--- config.mk ---
export PLATFORM = sky130hd
export DESIGN_NAME = polyline_length_accumulator
export DESIGN_NICKNAME = d
export VERILOG_FILES = /design/src/hw/rtl/plac_pkg.sv /design/src/hw/rtl/polyline_length_accumulator.sv /design/src/hw/rtl/plac_sqr.sv /design/src/hw/rtl/plac_isqrt.sv
export SDC_FILE = /design/constraint.sdc
export NUM_CORES = 2
export LEC_CHECK = 0
export ABC_AREA = 1
export BUFFER_PORTS_ARGS = -buffer_cell sky130_fd_sc_hd__buf_2
export CELL_PAD_IN_SITES_DETAIL_PLACEMENT = 1
export CELL_PAD_IN_SITES_GLOBAL_PLACEMENT = 1
export CORE_UTILIZATION = 47
export CTS_CLUSTER_DIAMETER = 30
export DETAILED_ROUTE_END_ITERATION = 7
export PLACE_DENSITY = 0.93
export SLEW_MARGIN = 5
export SYNTH_ARGS = -nofsm -noshare
export SYNTH_HDL_FRONTEND = slang
export SYNTH_SLANG_ARGS = --single-unit
export TNS_END_PERCENT = 5
--- constraint.sdc ---
create_clock -name clk -period 3.9 [get_ports clk]
set_input_delay 0.78 -clock clk [delete_from_list [all_inputs] [get_ports clk]]
set_output_delay 0.78 -clock clk [all_outputs]
set_load 0.005 [all_outputs]
--- src/hw/rtl/plac_pkg.sv ---
// Shared constants for the polyline length accumulator.
// No dependencies; used by the top level and its port checker.
`timescale 1ns / 1ps

package plac_pkg;

	localparam int COORD_W  = 32;
	localparam int S_DATA_W = 2 * COORD_W;
	localparam int LEN_W    = 48;
	localparam logic [LEN_W-1:0] LEN_MAX = {LEN_W{1'b1}};

endpackage

--- src/hw/rtl/polyline_length_accumulator.sv ---
// Polyline length, one point at a time: the first point of a line goes from ST_IDLE
// straight to ST_FIN; every other point passes ST_DIFF, ST_SQR and ST_ROOT, paced by the
// two-bit-per-cycle squarer and the one-bit-per-cycle root unit, before ST_FIN.
// A result appears in the cycle after the last point's accumulate and waits in an output register.
// Reset (arst_n, async, active low) clears the line state, the sequencer and the output valid.
// Depends on plac_pkg, plac_sqr, plac_isqrt.
`timescale 1ns / 1ps

module polyline_length_accumulator #(
	parameter int COORD_WIDTH = 32
) (
	input  logic                          clk,
	input  logic                          arst_n,
	input  logic                          s_tvalid,
	output logic                          s_tready,
	input  logic [plac_pkg::S_DATA_W-1:0] s_tdata,  // x_coord[31:0], y_coord[63:32]
	input  logic                          s_tlast,  // last_point
	output logic                          m_tvalid,
	input  logic                          m_tready,
	output logic [plac_pkg::LEN_W-1:0]    m_tdata,  // line_length[47:0]
	output logic                          m_tuser   // saturated
);

	localparam int CW = COORD_WIDTH;
	localparam int LW = plac_pkg::LEN_W;

	typedef enum logic [4:0] {
		ST_IDLE = 5'b00001,
		ST_DIFF = 5'b00010,
		ST_SQR  = 5'b00100,
		ST_ROOT = 5'b01000,
		ST_FIN  = 5'b10000
	} state_t;

	state_t          state_q;
	logic [CW-1:0]   cur_x_q, cur_y_q, prev_x_q, prev_y_q;
	logic            last_q;
	logic            have_point_q;
	logic [LW-1:0]   run_q;
	logic            ovf_q;
	logic [CW:0]     d_q;
	logic            m_tvalid_q;
	logic [LW-1:0]   m_len_q;
	logic            m_sat_q;

	logic            accept, out_free;
	logic [CW:0]     dx_p, dx_n, dy_p, dy_n;
	logic [CW-1:0]   ax, ay;
	logic            sqr_start, sqr_done, root_start, root_done;
	logic [2*CW:0]   sq_sum;
	logic [CW:0]     root;
	logic [LW:0]     acc_sum;
	logic [LW-1:0]   new_len;
	logic            new_ovf;

	assign s_tready = (state_q == ST_IDLE);
	assign accept   = s_tvalid && s_tready;
	assign out_free = !m_tvalid_q || m_tready;

	assign dx_p = {cur_x_q[CW-1], cur_x_q} - {prev_x_q[CW-1], prev_x_q};
	assign dx_n = {prev_x_q[CW-1], prev_x_q} - {cur_x_q[CW-1], cur_x_q};
	assign dy_p = {cur_y_q[CW-1], cur_y_q} - {prev_y_q[CW-1], prev_y_q};
	assign dy_n = {prev_y_q[CW-1], prev_y_q} - {cur_y_q[CW-1], cur_y_q};
	assign ax   = dx_p[CW] ? dx_n[CW-1:0] : dx_p[CW-1:0];
	assign ay   = dy_p[CW] ? dy_n[CW-1:0] : dy_p[CW-1:0];

	assign sqr_start  = (state_q == ST_DIFF);
	assign root_start = (state_q == ST_SQR) && sqr_done;

	plac_sqr #(.CW(CW)) u_sqr (
		.clk      (clk),
		.arst_n   (arst_n),
		.start    (sqr_start),
		.ax       (ax),
		.ay       (ay),
		.done     (sqr_done),
		.sum      (sq_sum)
	);

	plac_isqrt #(.CW(CW)) u_isqrt (
		.clk      (clk),
		.arst_n   (arst_n),
		.start    (root_start),
		.radicand (sq_sum),
		.done     (root_done),
		.root     (root)
	);

	assign acc_sum = {1'b0, run_q} + {{(LW-CW){1'b0}}, d_q};
	assign new_len = acc_sum[LW] ? plac_pkg::LEN_MAX : acc_sum[LW-1:0];
	assign new_ovf = ovf_q | acc_sum[LW];

	always_ff @(posedge clk or negedge arst_n) begin
		if (!arst_n) begin
			state_q      <= ST_IDLE;
			have_point_q <= 1'b0;
			run_q        <= '0;
			ovf_q        <= 1'b0;
			m_tvalid_q   <= 1'b0;
		end else begin
			if ((state_q == ST_FIN) && last_q && out_free)
				m_tvalid_q <= 1'b1;
			else if (m_tready)
				m_tvalid_q <= 1'b0;
			case (state_q)
				ST_IDLE: begin
					if (accept)
						state_q <= have_point_q ? ST_DIFF : ST_FIN;
				end
				ST_DIFF: begin
					state_q <= ST_SQR;
				end
				ST_SQR: begin
					if (sqr_done)
						state_q <= ST_ROOT;
				end
				ST_ROOT: begin
					if (root_done)
						state_q <= ST_FIN;
				end
				ST_FIN: begin
					if (!last_q) begin
						run_q        <= new_len;
						ovf_q        <= new_ovf;
						have_point_q <= 1'b1;
						state_q      <= ST_IDLE;
					end else if (out_free) begin
						run_q        <= '0;
						ovf_q        <= 1'b0;
						have_point_q <= 1'b0;
						state_q      <= ST_IDLE;
					end
				end
				default: begin
					state_q <= ST_IDLE;
				end
			endcase
		end
	end

	always_ff @(posedge clk) begin
		if (accept) begin
			cur_x_q <= s_tdata[CW-1:0];
			cur_y_q <= s_tdata[plac_pkg::COORD_W +: CW];
			last_q  <= s_tlast;
			if (!have_point_q)
				d_q <= '0;
		end
		if ((state_q == ST_ROOT) && root_done)
			d_q <= root;
		if ((state_q == ST_FIN) && !last_q) begin
			prev_x_q <= cur_x_q;
			prev_y_q <= cur_y_q;
		end
		if ((state_q == ST_FIN) && last_q && out_free) begin
			m_len_q <= new_len;
			m_sat_q <= new_ovf;
		end
	end

	assign m_tvalid = m_tvalid_q;
	assign m_tdata  = m_len_q;
	assign m_tuser  = m_sat_q;

endmodule

--- src/hw/rtl/plac_sqr.sv ---
// Serial squarer: |dx|^2 + |dy|^2, two multiplier bits per cycle per lane.
// Standalone; instantiated by polyline_length_accumulator.
`timescale 1ns / 1ps

module plac_sqr #(
	parameter int CW = 32
) (
	input  logic          clk,
	input  logic          arst_n,
	input  logic          start,
	input  logic [CW-1:0] ax,
	input  logic [CW-1:0] ay,
	output logic          done,
	output logic [2*CW:0] sum
);

	localparam int MH    = (CW + 1) / 2;
	localparam int MBW   = 2 * MH;
	localparam int AW    = CW + MBW;
	localparam int CNT_W = $clog2(MH);

	logic [CW-1:0]    ax_q, ay_q;
	logic [MBW-1:0]   bx_q, by_q;
	logic [AW-1:0]    accx_q, accy_q;
	logic [CNT_W-1:0] cnt_q;
	logic             busy_q, done_q;
	logic             last_step;

	function automatic logic [AW-1:0] mac_step(input logic [AW-1:0] acc,
		input logic [CW-1:0] a, input logic [1:0] dig);
		logic [CW+1:0] pp;
		logic [CW+1:0] hi;
		pp = (dig[0] ? {2'b00, a} : '0) + (dig[1] ? {1'b0, a, 1'b0} : '0);
		hi = {2'b00, acc[AW-1:MBW]} + pp;
		return {hi, acc[MBW-1:2]};
	endfunction

	assign last_step = busy_q && (cnt_q == CNT_W'(MH - 1));

	always_ff @(posedge clk or negedge arst_n) begin
		if (!arst_n) begin
			busy_q <= 1'b0;
			done_q <= 1'b0;
			cnt_q  <= '0;
		end else begin
			done_q <= last_step;
			if (start) begin
				busy_q <= 1'b1;
				cnt_q  <= '0;
			end else if (busy_q) begin
				cnt_q <= cnt_q + 1'b1;
				if (last_step)
					busy_q <= 1'b0;
			end
		end
	end

	always_ff @(posedge clk) begin
		if (start) begin
			ax_q   <= ax;
			ay_q   <= ay;
			bx_q   <= {{(MBW-CW){1'b0}}, ax};
			by_q   <= {{(MBW-CW){1'b0}}, ay};
			accx_q <= '0;
			accy_q <= '0;
		end else if (busy_q) begin
			accx_q <= mac_step(accx_q, ax_q, bx_q[1:0]);
			accy_q <= mac_step(accy_q, ay_q, by_q[1:0]);
			bx_q   <= {2'b00, bx_q[MBW-1:2]};
			by_q   <= {2'b00, by_q[MBW-1:2]};
		end
	end

	assign done = done_q;
	assign sum  = {1'b0, accx_q[2*CW-1:0]} + {1'b0, accy_q[2*CW-1:0]};

endmodule

--- src/hw/rtl/plac_isqrt.sv ---
// Restoring integer square root, one root bit per cycle.
// Standalone; instantiated by polyline_length_accumulator.
`timescale 1ns / 1ps

module plac_isqrt #(
	parameter int CW = 32
) (
	input  logic          clk,
	input  logic          arst_n,
	input  logic          start,
	input  logic [2*CW:0] radicand,
	output logic          done,
	output logic [CW:0]   root
);

	localparam int NR    = CW + 1;
	localparam int PW    = 2 * NR;
	localparam int CNT_W = $clog2(NR);

	logic [PW-1:0]    rad_q;
	logic [NR+1:0]    rem_q;
	logic [NR-1:0]    root_q;
	logic [CNT_W-1:0] cnt_q;
	logic             busy_q, done_q;
	logic             last_step;
	logic [NR+1:0]    r4, trial;
	logic             ge;

	assign last_step = busy_q && (cnt_q == CNT_W'(NR - 1));
	assign r4        = {rem_q[NR-1:0], rad_q[PW-1 -: 2]};
	assign trial     = {root_q, 2'b01};
	assign ge        = (r4 >= trial);

	always_ff @(posedge clk or negedge arst_n) begin
		if (!arst_n) begin
			busy_q <= 1'b0;
			done_q <= 1'b0;
			cnt_q  <= '0;
		end else begin
			done_q <= last_step;
			if (start) begin
				busy_q <= 1'b1;
				cnt_q  <= '0;
			end else if (busy_q) begin
				cnt_q <= cnt_q + 1'b1;
				if (last_step)
					busy_q <= 1'b0;
			end
		end
	end

	always_ff @(posedge clk) begin
		if (start) begin
			rad_q  <= {1'b0, radicand};
			rem_q  <= '0;
			root_q <= '0;
		end else if (busy_q) begin
			rem_q  <= ge ? (r4 - trial) : r4;
			root_q <= {root_q[NR-2:0], ge};
			rad_q  <= {rad_q[PW-3:0], 2'b00};
		end
	end

	assign done = done_q;
	assign root = root_q;

endmodule

==> results.ini <==
[place]
port_buffers = 119
gp_congestion = 0.960
hpwl_um = 141000

[yosys]
synth_cell_type_count = 58
syn_inst = 7466
avgSynthCellArea_sq_um = 6.94
ys.flop_type = edfxtp_1
ys_seq_area_frac = 0.343
async_flop_share = 0.105
synth-seq-cells = 669
yosys_warnings = 0
synth_edf_count = 404
mappedNetlistArea_sq_um = 51800
synth_top_cells_by_area = edfxtp_1 23%, nand2_1 18%, inv_1 9.3%
syn_nets = 7932
yosysTopAreaCellShare = 0.234
synth_area_leader_cell = edfxtp_1

[clock_tree]
cts_resized = 0
numCtsBuffers = 166
clk_latency_ns = 0.82
cts_tree = yes
path_clk_slew_ns = 0.05
post_cts_buffers = 0
root_buffer = clkbuf_16
holdBufCountCts = 0
cts.sinks = 669
clockBufferDepth = 3
htreeDepth = 4

[min_path]
hp-class = primary input to flip-flop

[cells_and_area]
area_growth_pct = 14.8
n_fill_cell = 14000
drive_gt1_frac = 0.0907
final_nets = 8082
final_core_utilization = 0.546

[run]
max_cap_viol_count = 0

[worst_setup_path]
worst_ep_required_time_ns = 4.59
worstPathArrival_ns = 4.28
crit_path_max_fanout = 23
setup.worst_path.end_class = flip-flop
startpoint_type = flip-flop
worst-setup-path-type = flip-flop to flip-flop

[detailed_routing]
initialDrtViolationCount = 3577
wl_um = 198000
drc = 0
first_pass_iters = 6
ant_nets = 0
vias_per_cell = 5.62
vias = 51500
routedWlPerCell_um = 21.5

[sta]
hold_viol_final = 0
max_slew_margin = 0.104
period_needed_ns = 3.58
finalSetupTns_ns = 0
finalMaxSlewViolations = 0
grt_setup_unrepaired = no
period_share = 0.919
fmax_mhz = 279
setup_violations = 0
worst_pin_slew_ns = 1.34
skew_ns = 0.0501

[floorplan]
ioPinCount = 120
initial_core_util = 0.475
rows = 121
die_x_um = 334
core_sq_um = 109000
die_h_um = 334
die-area_sq_um = 112000

[grt]
grt_pass1_vias = 55100
antenna_found_initial = 1
grt_max_degree = 185
grt_pass1_wl_um = 308000
grt_use_total = 0.350
grt_overflow = 0

[outcome]
status = finished clean

[power_and_ir_drop]
pwr_density_cell_nw_per_um2 = 979
ir_drop_uv = 655
leakagePower_nw = 30.5

cell type report:
class                      count  area, sq um  area share
tap                         1414         1770      0.0297
clock inverter               118         1530      0.0257
timing repair buffer         148          891      0.0150
clock buffer                 195         4420      0.0742
inverter                    1318         4970      0.0835
sequential                   669        17800       0.299
antenna                        1         2.50   0.0000421
multi-input combinational   5313        28100       0.473
power breakdown:
group	total (mW)	internal (mW)	switching, mW
registers	11.5	9.88	1.59
clock network	14.7	9.72	5.01
logic	32.0	9.72	22.3
logic make-up after synthesis:
kind of cell             after synthesis  share of synthesized area
buffers and inverters               1484                      0.114
adder cells (fa/ha/maj)              397                      0.106
flip-flops                           669                      0.343
AO/OA/AOI/OAI                        875                     0.0915
AND/OR/NAND/NOR                     3887                      0.319
XOR/XNOR                             154                     0.0260
Yosys cell counts (all sizes together) (33+ instances only):
library cell  number
xor2             115
nand2           2680
ha               327
fa                70
nand3            408
nor3              55
a22oi             34
dfrtp             69
o21ai            268
inv             1318
a21oi            485
nand4             71
clkbuf            96
edfxtp           404
nor2             623
xnor2             39
dfxtp            195
o21bai            33
buf               70
path summary, 6_finish.rpt:
kind	start	to	slack [ns]	depth (start not counted)
min reg2reg	cur_x_q[27]	prev_x_q[27]	0.47	0
min in group asynchronous	arst_n	run_q[29]	0.16	1
max reg2reg	u_sqr.by_q[1]	u_sqr.accy_q[60]	0.32	15
max	u_sqr.by_q[1]	u_sqr.accy_q[60]	0.32	15
min	s_tdata[60]	cur_y_q[28]	0.14	1
max in group asynchronous	arst_n	u_sqr.busy_q	2.96	1
worst max-delay path, cell delays in order, from the launching register on:
cell	delay (ns)
edfxtp_1	0.59
buf_4	0.36
nand2_1	0.13
fa_1	0.52
inv_1	0.04
ha_1	0.35
a21oi_1	0.23
o21ai_0	0.23
a21oi_1	0.36
nor2_1	0.09
nor2_1	0.10
nand2_1	0.09
nand2_1	0.07
nand2_1	0.05
o21ai_0	0.20
inv_1	0.06
layer usage:
| layer | track usage | vias up | wire length, um | share of wire |
|---|---|---|---|---|
| met5 | 0 | - | 11 | 0.000056 |
| met2 | 0.614 | 1840 | 96800 | 0.49 |
| met4 | 0.177 | 2 | 10200 | 0.051 |
| met1 | 0.411 | 25300 | 79700 | 0.40 |
| met3 | 0.0589 | 656 | 11000 | 0.056 |
| li1 | - | 23800 | - | - |
per-stage QoR:
stage	cell area, sq um	hold slack [ns]	instances	total power, mW	worst slack, ns
2_1_floorplan	51800	0.423	7466	32.5	0.561
3_3_place_gp	53500	0.443	8862	40.7	0.494
3_5_place_dp	53500	0.468	8862	41.7	0.442
4_1_cts	59500	0.0997	9175	57.6	0.360
5_1_grt	59500	0.123	9175	62.0	0.120
6_report	59500	0.140	9176	58.2	0.317
cell usage in the layout (no fill, tap or decap), types with 53 or more instances in the layout:
cell type  synthesis  layout
nand2_4           74      75
nand3_1          394     394
fa_1              70      70
dfxtp_1          195     195
edfxtp_1         404     404
xor2_1           115     115
nor3_1            54      53
ha_1             327     327
nor2_1           604     601
nand2_1         2518    2515
o21ai_0          263     263
nand2_2           86      88
buf_2             19     118
inv_1           1285    1283
a21oi_1          473     473
clkbuf_16          0     169
dfrtp_1           69      68
nand4_1           71      71
flip-flops by register name, indices dropped and copies added, names as in the netlist, 33 cells and up:
register	flops
u_sqr.accy_q	64
d_q	33
u_isqrt.rad_q	66
u_isqrt.root	33
u_isqrt.rem_q	33
m_tdata	48
u_sqr.accx_q	64
run_q	48
No activity file was read; power rests on OpenSTA's default activity.
